**config.mk**
```make
export PLATFORM = sky130hd
export DESIGN_NAME = span_occlusion_clipper_core_flat
export DESIGN_NICKNAME = d
export VERILOG_FILES = /design/src/hw/rtl/soc_pkg.sv /design/src/hw/rtl/soc_if.sv /design/src/hw/rtl/soc_ram.sv /design/src/hw/rtl/soc_tex.sv /design/src/hw/rtl/span_occlusion_clipper_core.sv /design/src/flat_wrapper.sv
export SDC_FILE = /design/constraint.sdc
export NUM_CORES = 2
export LEC_CHECK = 0
export ABC_CLOCK_PERIOD_IN_PS = 22200
export BUFFER_PORTS_ARGS = -buffer_cell sky130_fd_sc_hd__buf_2
export CAP_MARGIN = 20
export CORE_MARGIN = 2
export CORE_UTILIZATION = 40
export DETAILED_ROUTE_END_ITERATION = 16
export GPL_ROUTABILITY_DRIVEN = 1
export GPL_TIMING_DRIVEN = 0
export HOLD_SLACK_MARGIN = 0.08
export PLACE_DENSITY = 0.62
export SETUP_SLACK_MARGIN = 0.1
export SYNTH_ARGS = -nofsm -noshare
export SYNTH_HDL_FRONTEND = slang
export SYNTH_HIERARCHICAL = 1
export SYNTH_SLANG_ARGS = --single-unit
```
**constraint.sdc**
```tcl
create_clock -name clock -period 22.2 [get_ports clock]
set_input_delay 6.66 -clock clock [delete_from_list [all_inputs] [get_ports clock]]
set_output_delay 6.66 -clock clock [all_outputs]
set_load 0.01 [all_outputs]
```
**src/hw/rtl/soc_pkg.sv**
```systemverilog
// Shared types and constants for the span occlusion clipper.
package soc_pkg;

   localparam int ROW_W = 9;

   typedef enum logic [0:0] {
      REQ_COLUMN = 1'b0,
      REQ_PAINT  = 1'b1
   } req_kind_type;

   typedef struct packed {
      logic [8:0] lo;
      logic [8:0] hi;
   } range_type;

   typedef struct packed {
      logic        req_type;
      logic signed [15:0] row_start;
      logic signed [15:0] row_end;
      logic signed [23:0] face_top_fixed;
      logic [15:0] v_step;
      logic [7:0]  plane_height;
      logic [15:0] depth_q8;
      logic [7:0]  material;
      logic [27:0] span_attributes;
      logic [7:0]  top_row_in;
   } req_type_type;

   typedef struct packed {
      logic        span_valid;
      logic [7:0]  span_row_start;
      logic [7:0]  span_row_end;
      logic [15:0] span_depth_q8;
      logic [7:0]  span_material;
      logic [27:0] span_attr_out;
      logic [15:0] span_v_step;
      logic [15:0] span_v_start;
      logic [7:0]  span_plane_height;
      logic        painted_any;
      logic [7:0]  top_row_out;
      logic        last;
   } rsp_type;

   localparam logic [15:0] WRAP16 = 16'hFFFF;

endpackage

```
**src/hw/rtl/soc_if.sv**
```systemverilog
// Valid/ready channel interfaces for request and result items.
interface soc_req_if import soc_pkg::*; ();
   logic          valid;
   logic          ready;
   req_type_type  data;
   modport source (output valid, output data, input ready);
   modport sink   (input valid, input data, output ready);
endinterface

interface soc_rsp_if import soc_pkg::*; ();
   logic    valid;
   logic    ready;
   rsp_type data;
   modport source (output valid, output data, input ready);
   modport sink   (input valid, input data, output ready);
endinterface

```
**src/hw/rtl/soc_ram.sv**
```systemverilog
// Generic single-port-write, single-port-read RAM with registered read.
module soc_ram #(
   parameter int WIDTH = 18,
   parameter int DEPTH = 16
) (
   input  logic                     clock,
   input  logic                     wr_en,
   input  logic [$clog2(DEPTH)-1:0] wr_addr,
   input  logic [WIDTH-1:0]         wr_data,
   input  logic [$clog2(DEPTH)-1:0] rd_addr,
   output logic [WIDTH-1:0]         rd_data
);
   logic [WIDTH-1:0] mem [DEPTH];

   always_ff @(posedge clock) begin
      if (wr_en) begin
         mem[wr_addr] <= wr_data;
      end
      rd_data <= mem[rd_addr];
   end
endmodule

```
**src/hw/rtl/soc_tex.sv**
```systemverilog
// Texture start: (row*256 - face_top) * v_step / 256, toward zero, wrapped to 16 bits.
module soc_tex import soc_pkg::*; (
   input  logic [8:0]         row,
   input  logic signed [23:0] face_top,
   input  logic [15:0]        v_step,
   output logic [15:0]        v_start
);
   logic signed [25:0] d;
   logic [25:0]        mag;
   logic [41:0]        prod;
   logic [15:0]        pq;

   always_comb begin
      d    = $signed({1'b0, row, 16'd0} >>> 8) - 26'(face_top);
      mag  = d[25] ? 26'(-d) : d;
      prod = 42'(mag) * 42'(v_step);
      pq   = prod[23:8];
      v_start = d[25] ? 16'(-pq) : pq;
   end
endmodule

```
**src/hw/rtl/span_occlusion_clipper_core.sv**
```systemverilog
// Span occlusion clipper top level.
// A column start's result is registered and valid in the cycle after acceptance; a paint
// walks the range RAM through read, evaluate and output states, with a read and write
// state pair per entry shifted on a split or removal.
// Items are taken one at a time; a column start also rewrites the range RAM.
// Reset: synchronous; a sweep writes every entry of the range RAM
// (entry zero the whole column) before the first item is taken.
module span_occlusion_clipper_core import soc_pkg::*; #(
   parameter int COLUMN_ROWS = 240,
   parameter int OPEN_DEPTH  = 16,
   parameter int SPAN_LIMIT  = 256
) (
   input logic     clock,
   input logic     reset,
   soc_req_if.sink req_chan,
   soc_rsp_if.source rsp_chan
);
   localparam int AW = (OPEN_DEPTH > 1) ? $clog2(OPEN_DEPTH) : 1;
   localparam int CW = $clog2(OPEN_DEPTH + 1);
   localparam int SW = $clog2(SPAN_LIMIT + 1);
   localparam logic [8:0] ROWS = 9'(COLUMN_ROWS);

   typedef enum logic [7:0] {
      ST_CLEAR = 8'b00000001,
      ST_IDLE  = 8'b00000010,
      ST_READ  = 8'b00000100,
      ST_EVAL  = 8'b00001000,
      ST_SHRD  = 8'b00010000,
      ST_SHWR  = 8'b00100000,
      ST_OUT   = 8'b01000000,
      ST_FIN   = 8'b10000000
   } state_type;

   state_type     state_ff, state_in;
   req_type_type  req_ff, req_in;
   logic [CW-1:0] cnt_ff, cnt_in;
   logic [SW-1:0] spans_ff, spans_in;
   logic [CW-1:0] idx_ff, idx_in;
   logic [CW-1:0] sh_ff, sh_in;
   logic          shup_ff, shup_in;
   logic [8:0]    a_ff, a_in, b_ff, b_in;
   logic [8:0]    top_ff, top_in;
   logic          any_ff, any_in;
   rsp_type       held_ff, held_in;
   logic          heldv_ff, heldv_in;
   range_type     hold_ff, hold_in;
   range_type     first_ff, first_in, lastr_ff, lastr_in;
   logic          fast_ff, fast_in;
   logic          ovalid_ff, ovalid_in;
   rsp_type       out_ff, out_in;
   logic [8:0]    y0_ff, y0_in, y1_ff, y1_in;
   logic          pend_ff, pend_in;

   logic          wr_en;
   logic [AW-1:0] wr_addr, rd_addr;
   range_type     wr_data, rd_data;
   logic [15:0]   vst;

   soc_ram #(.WIDTH(18), .DEPTH(OPEN_DEPTH)) u_ram (
      .clock(clock), .wr_en(wr_en), .wr_addr(wr_addr), .wr_data(wr_data),
      .rd_addr(rd_addr), .rd_data(rd_data));

   soc_tex u_tex (.row(y0_ff), .face_top(req_ff.face_top_fixed),
      .v_step(req_ff.v_step), .v_start(vst));

   assign req_chan.ready = (state_ff == ST_IDLE) && !ovalid_ff;
   assign rsp_chan.valid = ovalid_ff;
   assign rsp_chan.data  = out_ff;

   // clamped candidate range from the port
   logic signed [15:0] ca, cb;
   always_comb begin
      ca = (req_chan.data.row_start < 0) ? 16'sd0 : req_chan.data.row_start;
      cb = (req_chan.data.row_end > $signed({7'd0, ROWS})) ? $signed({7'd0, ROWS})
           : req_chan.data.row_end;
   end

   logic [8:0] c0, c1;
   always_comb begin
      c0 = (a_ff > rd_data.lo) ? a_ff : rd_data.lo;
      c1 = (b_ff < rd_data.hi) ? b_ff : rd_data.hi;
   end

   always_comb begin
      state_in = state_ff; req_in = req_ff; cnt_in = cnt_ff; spans_in = spans_ff;
      idx_in = idx_ff; sh_in = sh_ff; shup_in = shup_ff; a_in = a_ff; b_in = b_ff;
      top_in = top_ff; any_in = any_ff; held_in = held_ff; heldv_in = heldv_ff;
      hold_in = hold_ff;
      first_in = first_ff; lastr_in = lastr_ff; fast_in = fast_ff;
      ovalid_in = ovalid_ff; out_in = out_ff; y0_in = y0_ff; y1_in = y1_ff;
      pend_in = pend_ff;
      wr_en = 1'b0; wr_addr = '0; wr_data = '0; rd_addr = idx_ff[AW-1:0];
      if (ovalid_ff && rsp_chan.ready) ovalid_in = 1'b0;
      unique case (state_ff)
         ST_CLEAR: begin
            wr_en = 1'b1; wr_addr = idx_ff[AW-1:0];
            wr_data = (idx_ff == '0) ? '{lo: 9'd0, hi: ROWS} : '0;
            idx_in = idx_ff + 1'b1;
            if (idx_ff == CW'(OPEN_DEPTH - 1)) begin
               state_in = ST_IDLE; cnt_in = CW'(1); spans_in = '0;
               first_in = '{lo: 9'd0, hi: ROWS}; lastr_in = '{lo: 9'd0, hi: ROWS};
               idx_in = '0;
            end
         end
         ST_IDLE: begin
            if (req_chan.valid && !ovalid_ff) begin
               req_in = req_chan.data;
               top_in = {1'b0, req_chan.data.top_row_in};
               any_in = 1'b0; heldv_in = 1'b0; idx_in = '0;
               a_in = ca[8:0]; b_in = cb[8:0];
               if (req_chan.data.req_type == REQ_COLUMN) begin
                  state_in = ST_CLEAR; idx_in = '0;
                  out_in = '0; out_in.top_row_out = req_chan.data.top_row_in;
                  out_in.last = 1'b1; ovalid_in = 1'b1;
               end else if (ca >= cb || cnt_ff == '0 || cb <= $signed({7'd0, first_ff.lo})
                            || ca >= $signed({7'd0, lastr_ff.hi})) begin
                  out_in = '0; out_in.top_row_out = req_chan.data.top_row_in;
                  out_in.last = 1'b1; ovalid_in = 1'b1;
               end else begin
                  fast_in = (cnt_ff == CW'(1)) && (first_ff.lo == 9'd0)
                            && (cb >= $signed({7'd0, first_ff.hi}));
                  state_in = ST_READ;
               end
            end
         end
         ST_READ: begin
            // address presented; data arrives next cycle
            state_in = ST_EVAL;
         end
         ST_EVAL: begin
            if (fast_ff) begin
               pend_in = 1'b0;
               if (a_ff < rd_data.hi) begin
                  wr_en = 1'b1; wr_addr = '0; wr_data = '{lo: 9'd0, hi: a_ff};
                  first_in = '{lo: 9'd0, hi: a_ff}; lastr_in = first_in;
                  if (a_ff == 9'd0) cnt_in = '0;
                  if (a_ff < top_ff) top_in = a_ff;
                  any_in = 1'b1;
                  if (spans_ff < SW'(SPAN_LIMIT)) begin
                     spans_in = spans_ff + 1'b1;
                     y0_in = a_ff; y1_in = rd_data.hi; pend_in = 1'b1;
                  end
               end
               state_in = ST_OUT; idx_in = cnt_ff; // marks the walk as done
            end else if (idx_ff >= cnt_ff || idx_ff >= CW'(OPEN_DEPTH)
                         || rd_data.lo >= b_ff) begin
               pend_in = 1'b0; state_in = ST_FIN;
            end else if (c0 >= c1) begin
               idx_in = idx_ff + 1'b1; state_in = ST_READ; pend_in = 1'b0;
            end else begin
               pend_in = 1'b0;
               if (spans_ff < SW'(SPAN_LIMIT)) begin
                  spans_in = spans_ff + 1'b1; any_in = 1'b1;
                  if (c0 < top_in) top_in = c0;
                  y0_in = c0; y1_in = c1; pend_in = 1'b1;
               end
               wr_addr = idx_ff[AW-1:0];
               if (c0 > rd_data.lo && c1 < rd_data.hi) begin
                  if (cnt_ff < CW'(OPEN_DEPTH)) begin
                     wr_en = 1'b1; wr_data = '{lo: rd_data.lo, hi: c0};
                     hold_in = '{lo: c1, hi: rd_data.hi};
                     if (idx_ff == '0) first_in = wr_data;
                     if (idx_ff + 1'b1 == cnt_ff) lastr_in = hold_in;
                     cnt_in = cnt_ff + 1'b1;
                     sh_in = cnt_ff; shup_in = 1'b1; state_in = ST_SHRD;
                  end else begin
                     wr_en = 1'b1;
                     if ((c0 - rd_data.lo) >= (rd_data.hi - c1))
                        wr_data = '{lo: rd_data.lo, hi: c0};
                     else wr_data = '{lo: c1, hi: rd_data.hi};
                     if (idx_ff == '0) first_in = wr_data;
                     if (idx_ff + 1'b1 == cnt_ff) lastr_in = wr_data;
                     idx_in = idx_ff + 1'b1; state_in = ST_OUT;
                  end
               end else if (c0 > rd_data.lo || c1 < rd_data.hi) begin
                  wr_en = 1'b1;
                  wr_data = (c0 > rd_data.lo) ? '{lo: rd_data.lo, hi: c0}
                                              : '{lo: c1, hi: rd_data.hi};
                  if (idx_ff == '0) first_in = wr_data;
                  if (idx_ff + 1'b1 == cnt_ff) lastr_in = wr_data;
                  idx_in = idx_ff + 1'b1; state_in = ST_OUT;
               end else begin
                  // whole range consumed: pull later entries down
                  sh_in = idx_ff; shup_in = 1'b0; cnt_in = cnt_ff - 1'b1;
                  state_in = ST_SHRD;
               end
            end
         end
         ST_SHRD: begin
            if (shup_ff) begin
               if (sh_ff > idx_ff + 1'b1) begin
                  rd_addr = AW'(sh_ff - 1'b1); state_in = ST_SHWR;
               end else begin
                  wr_en = 1'b1; wr_addr = AW'(idx_ff + 1'b1); wr_data = hold_ff;
                  idx_in = idx_ff + 2'd2; state_in = ST_OUT;
               end
            end else begin
               if (sh_ff + 1'b1 <= cnt_ff) begin
                  rd_addr = AW'(sh_ff + 1'b1); state_in = ST_SHWR;
               end else begin
                  wr_en = 1'b1; wr_addr = AW'(cnt_ff); wr_data = '0;
                  state_in = ST_OUT;
               end
            end
         end
         ST_SHWR: begin
            wr_en = 1'b1;
            wr_addr = AW'(sh_ff); wr_data = rd_data;
            if (shup_ff) begin
               if (sh_ff == cnt_ff - 1'b1) lastr_in = rd_data;
               sh_in = sh_ff - 1'b1;
            end else begin
               if (sh_ff == '0) first_in = rd_data;
               if (sh_ff + 1'b1 == cnt_ff) lastr_in = rd_data;
               sh_in = sh_ff + 1'b1;
            end
            state_in = ST_SHRD;
         end
         ST_OUT: begin
            if (!pend_ff) begin
               state_in = (fast_ff) ? ST_FIN : ST_READ;
            end else if (!heldv_ff || !ovalid_ff || rsp_chan.ready) begin
               // a span is held back until the next one exists, so the final one can
               // carry the last flag
               if (heldv_ff) begin
                  out_in = held_ff; ovalid_in = 1'b1;
               end
               held_in = '0;
               held_in.span_valid = 1'b1;
               held_in.span_row_start = y0_ff[7:0];
               held_in.span_row_end = y1_ff[7:0];
               held_in.span_depth_q8 = req_ff.depth_q8;
               held_in.span_material = req_ff.material;
               held_in.span_attr_out = req_ff.span_attributes;
               held_in.span_v_step = req_ff.v_step;
               held_in.span_v_start = vst & WRAP16;
               held_in.span_plane_height = req_ff.plane_height;
               heldv_in = 1'b1; pend_in = 1'b0;
               state_in = (fast_ff) ? ST_FIN : ST_READ;
            end
         end
         ST_FIN: begin
            if (!ovalid_ff || rsp_chan.ready) begin
               if (heldv_ff) out_in = held_ff;
               else out_in = '0;
               out_in.last = 1'b1; ovalid_in = 1'b1;
               out_in.painted_any = any_ff; out_in.top_row_out = top_ff[7:0];
               heldv_in = 1'b0;
               state_in = ST_IDLE;
            end
         end
         default: state_in = ST_IDLE;
      endcase
   end

   always_ff @(posedge clock) begin
      if (reset) begin
         state_ff <= ST_CLEAR; idx_ff <= '0; cnt_ff <= CW'(1); spans_ff <= '0;
         ovalid_ff <= 1'b0; pend_ff <= 1'b0; heldv_ff <= 1'b0;
         first_ff <= '{lo: 9'd0, hi: ROWS}; lastr_ff <= '{lo: 9'd0, hi: ROWS};
      end else begin
         state_ff <= state_in; idx_ff <= idx_in; cnt_ff <= cnt_in;
         spans_ff <= spans_in; ovalid_ff <= ovalid_in; pend_ff <= pend_in;
         heldv_ff <= heldv_in;
         first_ff <= first_in; lastr_ff <= lastr_in;
      end
      req_ff <= req_in; sh_ff <= sh_in; shup_ff <= shup_in; a_ff <= a_in; b_ff <= b_in;
      top_ff <= top_in; any_ff <= any_in; held_ff <= held_in; hold_ff <= hold_in;
      fast_ff <= fast_in; out_ff <= out_in; y0_ff <= y0_in; y1_ff <= y1_in;
   end

   assert property (@(posedge clock) disable iff (reset) cnt_ff <= CW'(OPEN_DEPTH))
      else $error("open count overflow");
   assert property (@(posedge clock) disable iff (reset)
      spans_ff <= SW'(SPAN_LIMIT)) else $error("span count overflow");
   assert property (@(posedge clock) disable iff (reset)
      req_chan.ready |-> !ovalid_ff) else $error("ready with result pending");
   assert property (@(posedge clock) disable iff (reset)
      (ovalid_ff && !rsp_chan.ready) |=> $stable(out_ff)) else $error("result changed");
endmodule

```
**src/flat_wrapper.sv**
```systemverilog
// flat-port wrapper written by rule: the top's interface ports become plain ports
module span_occlusion_clipper_core_flat import soc_pkg::*;
#(
   parameter int COLUMN_ROWS = 240,
   parameter int OPEN_DEPTH  = 16,
   parameter int SPAN_LIMIT  = 256
)
  (clock, reset, req_chan_valid, req_chan_data, req_chan_ready, rsp_chan_valid, rsp_chan_data, rsp_chan_ready);
  soc_req_if req_chan_i ();
  soc_rsp_if rsp_chan_i ();
  input logic clock;
  input logic reset;
  input wire logic [$bits(req_chan_i.valid)-1:0] req_chan_valid;
  input wire logic [$bits(req_chan_i.data)-1:0] req_chan_data;
  output wire logic [$bits(req_chan_i.ready)-1:0] req_chan_ready;
  output wire logic [$bits(rsp_chan_i.valid)-1:0] rsp_chan_valid;
  output wire logic [$bits(rsp_chan_i.data)-1:0] rsp_chan_data;
  input wire logic [$bits(rsp_chan_i.ready)-1:0] rsp_chan_ready;
  assign req_chan_i.valid = req_chan_valid;
  assign req_chan_i.data = req_chan_data;
  assign req_chan_ready = req_chan_i.ready;
  assign rsp_chan_valid = rsp_chan_i.valid;
  assign rsp_chan_data = rsp_chan_i.data;
  assign rsp_chan_i.ready = rsp_chan_ready;
  span_occlusion_clipper_core #(.COLUMN_ROWS(COLUMN_ROWS), .OPEN_DEPTH(OPEN_DEPTH), .SPAN_LIMIT(SPAN_LIMIT)) u_core (.clock(clock), .reset(reset), .req_chan(req_chan_i), .rsp_chan(rsp_chan_i));
endmodule
```
==> metrics.cfg <==
[outcome]
status = completed

[timing]
slew_violations = 0
fin_setup_tns_ns = 0
period_minus_slack_ns = 12.44
clock_skew_ns = 0.0262
fmax_ghz = 0.0804
worstMarginPinSlew_ns = 1.18
setup_violations = 0
finalHoldViolations = 0
period_share = 0.560
max-slew-margin-rel = 0.210
rsz0062_at_grt = no
fin_ws_ns = 9.76

[layout]
areaGrowthSynthToFinish_pct = 14.8
final_nets = 4359
layout-drive-gt1-share = 0.155
stdcell_area_um2 = 49100

[routing]
drc = 0
vias_per_cell = 5.45
num_vias = 28600
dr.pass1.iters = 6
drt_wl_total_um = 117000
wl_per_cell_um = 22.2
drtIter0Drc = 2780
drtAntennaViolNets = 0

[floorplan]
num_io_pins = 266
num_rows = 119
initial_utilization = 0.405
core_um2 = 106000
die_h_um = 331
die_w_um = 331
dieArea_um2 = 110000

[clock_tree]
post-cts-setup-buffers = 0
cts_resized = 0
cts_tree = built
hold_buffers = 0
clockRootBuffer = clkbuf_16
clock-sinks = 760
clkLatencyLatePin_ns = 0.63
cts_buffers = 76
clk_pin_slew_worst_paths_ns = 0.07
htreeDepth = 3
cts_max_path_buffers = 3

[worst_setup_path]
max_stage_delay_ns = 0.87
crit_start = u_core/req_ff[84]
path_class = register to register
timing.rr.end = u_core/held_ff[32]
r2r_cells = 37
start_kind = register
end_kind = register
cpLargestDelayFamily = adder cells
crit_buf_inv = 10
cp_max_fo = 10
r2r-start = u_core/req_ff[84]
cp.required_ns = 22.53
crit_path_end = u_core/held_ff[32]
slowest_stage = xnor2_1
reg2reg_slack_ns = 9.76
cp.arrival_ns = 12.78
path_depth = 37

[logic_synthesis]
netlist_top_cells_area = edfxtp_1 48%, fa_1 9.0%, ha_1 6.5%
avgSynthCellArea_um2 = 12.6
syn_area_um2 = 42800
synth.most_common_cell = edfxtp_1
ys_async_sr_fraction = 0
synth_edf_count = 685
synth_common_cells = 685 x edfxtp_1, 363 x inv_1, 284 x nand2_1
syn_inst = 3408
yosys_register_bits = 760
synth_flop_cell = edfxtp_1
yosys.area.top_type = edfxtp_1
synth.distinct_cells = 100
yosysWarnings = 6
syn_nets = 3969
synth_top_area_frac = 0.481
yosysSeqAreaShare = 0.516

[placed_design]
place_ws_ns = 9.80
dpl_cell_area_um2 = 46500
dp_hpwl_um = 88000
numPortBuffers = 264
routabilityCongestion = 0.932

[power]
power.density_nw_per_um2 = 125
power_w = 0.00615
p_leak_nw = 18.4
ir_drop_uv = 127

[grt]
gr-usage-met1 = 0.280
grt_remaining_overflow = 0
track_usage = 0.209
grt_util_met2 = 0.346
grt_pass1_wl_um = 172000
antenna_found_initial = 9
grt_pass1_vias = 28000
globalRoute.busiestLayer = met2
use_met3 = 0.0385
grt_max_degree = 61

[job]
maxCapViolCount = 0

[worst_hold_path]
hp-class = register to register

-- layout make-up --
cell class                      count  area (µm²)
Antenna cell                        2        5.00
Sequential cell                   760       22100
Buffer                            129         583
Inverter                          364        1370
Clock buffer                       98        2060
Multi-Input combinational cell   2155       18800
Timing Repair Buffer              312        1960
Fill cell                        9538       56600
Clock inverter                     41         497
Tap cell                         1391        1740
-- worst min path at each step --
stage               slack (ns)  depth (start not counted)             endpoint               from
detailed placement        0.40                          0   u_core/held_ff[16]  u_core/req_ff[66]
CTS                       0.42                          0   u_core/held_ff[15]  u_core/req_ff[65]
global route              0.42                          0   u_core/held_ff[69]  u_core/req_ff[27]
global placement          0.40                          0   u_core/held_ff[52]  u_core/req_ff[10]
floorplan                 0.40                          0  u_core/held_ff[100]  u_core/req_ff[58]
finish                    0.41                          0   u_core/held_ff[89]  u_core/req_ff[47]
-- registers in the layout (all words and copies together), names as in the netlist, 5 cells and up --
signal and cells:
u_core/b_ff 9, u_core/y0_ff 9, u_core/u_ram/mem 288, u_core/sh_ff 5, u_core/first_ff 18, u_core/held_ff 108
u_core/lastr_ff 9, u_core/rsp_chan.data 119, u_core/hold_ff 18, u_core/u_ram/rd_data 18, u_core/y1_ff 8, u_core/a_ff 9
u_core/top_ff 9, u_core/req_ff 100, u_core/spans_ff 9, u_core/cnt_ff 5, u_core/idx_ff 5, u_core/state_ff 8
-- report_power, final --
group	switching [W]	internal, W	leakage [nW]	total (W)
logic	0.00177	0.00125	10.6	0.00302
registers	0.0000839	0.00172	6.55	0.00181
clock network	0.000547	0.000777	1.24	0.00132
-- per-layer routing --
| metal | vias to the layer above | routed length, µm |
|---|---|---|
| li1 | 13000 | - |
| met1 | 14300 | 49600 |
| met2 | 1061 | 55400 |
| met3 | 227 | 8280 |
| met4 | 16 | 3320 |
| met5 | - | 124 |
-- layout by cell type (no fill, tap or decap), drive strengths merged, types with 120 or more instances in the layout --
cell type    n
and2       120
inv        368
buf        347
nor2b      144
ha         224
edfxtp     685
nor2       163
fa         192
clkbuf     192
nand2      285
-- through the flow --
stage / cells / hold WS (ns) / util
after floorplan: 3408 / 0.400 / -
after global placement: 5063 / 0.400 / 0.434
after detailed placement: 5108 / 0.405 / 0.440
after CTS: 5247 / 0.418 / 0.464
after global routing: 5251 / 0.424 / 0.465
final: 5252 / 0.414 / 0.465
-- kinds of logic after synthesis --
family,after synthesis,synth area share
muxes,112,0.0502
and+or+nand+nor,957,0.117
xor gates and xnor gates,133,0.0292
DFF,760,0.516
adders and majority gates,416,0.155
buffers and inverters,493,0.0456
AOI/OAI and AO/OA,537,0.0870
-- worst reg2reg max path, delay by kind of cell, from the launching register on --
family / cells / cell delay, ns
flip-flops: 1 / 0.47
AND/OR/NAND/NOR: 6 / 1.82
AO/OA/AOI/OAI: 11 / 2.31
adder cells (fa/ha/maj): 8 / 3.50
buffers and inverters: 10 / 3.03
XOR/XNOR: 2 / 1.02
(Power assumes the default switching activity.)
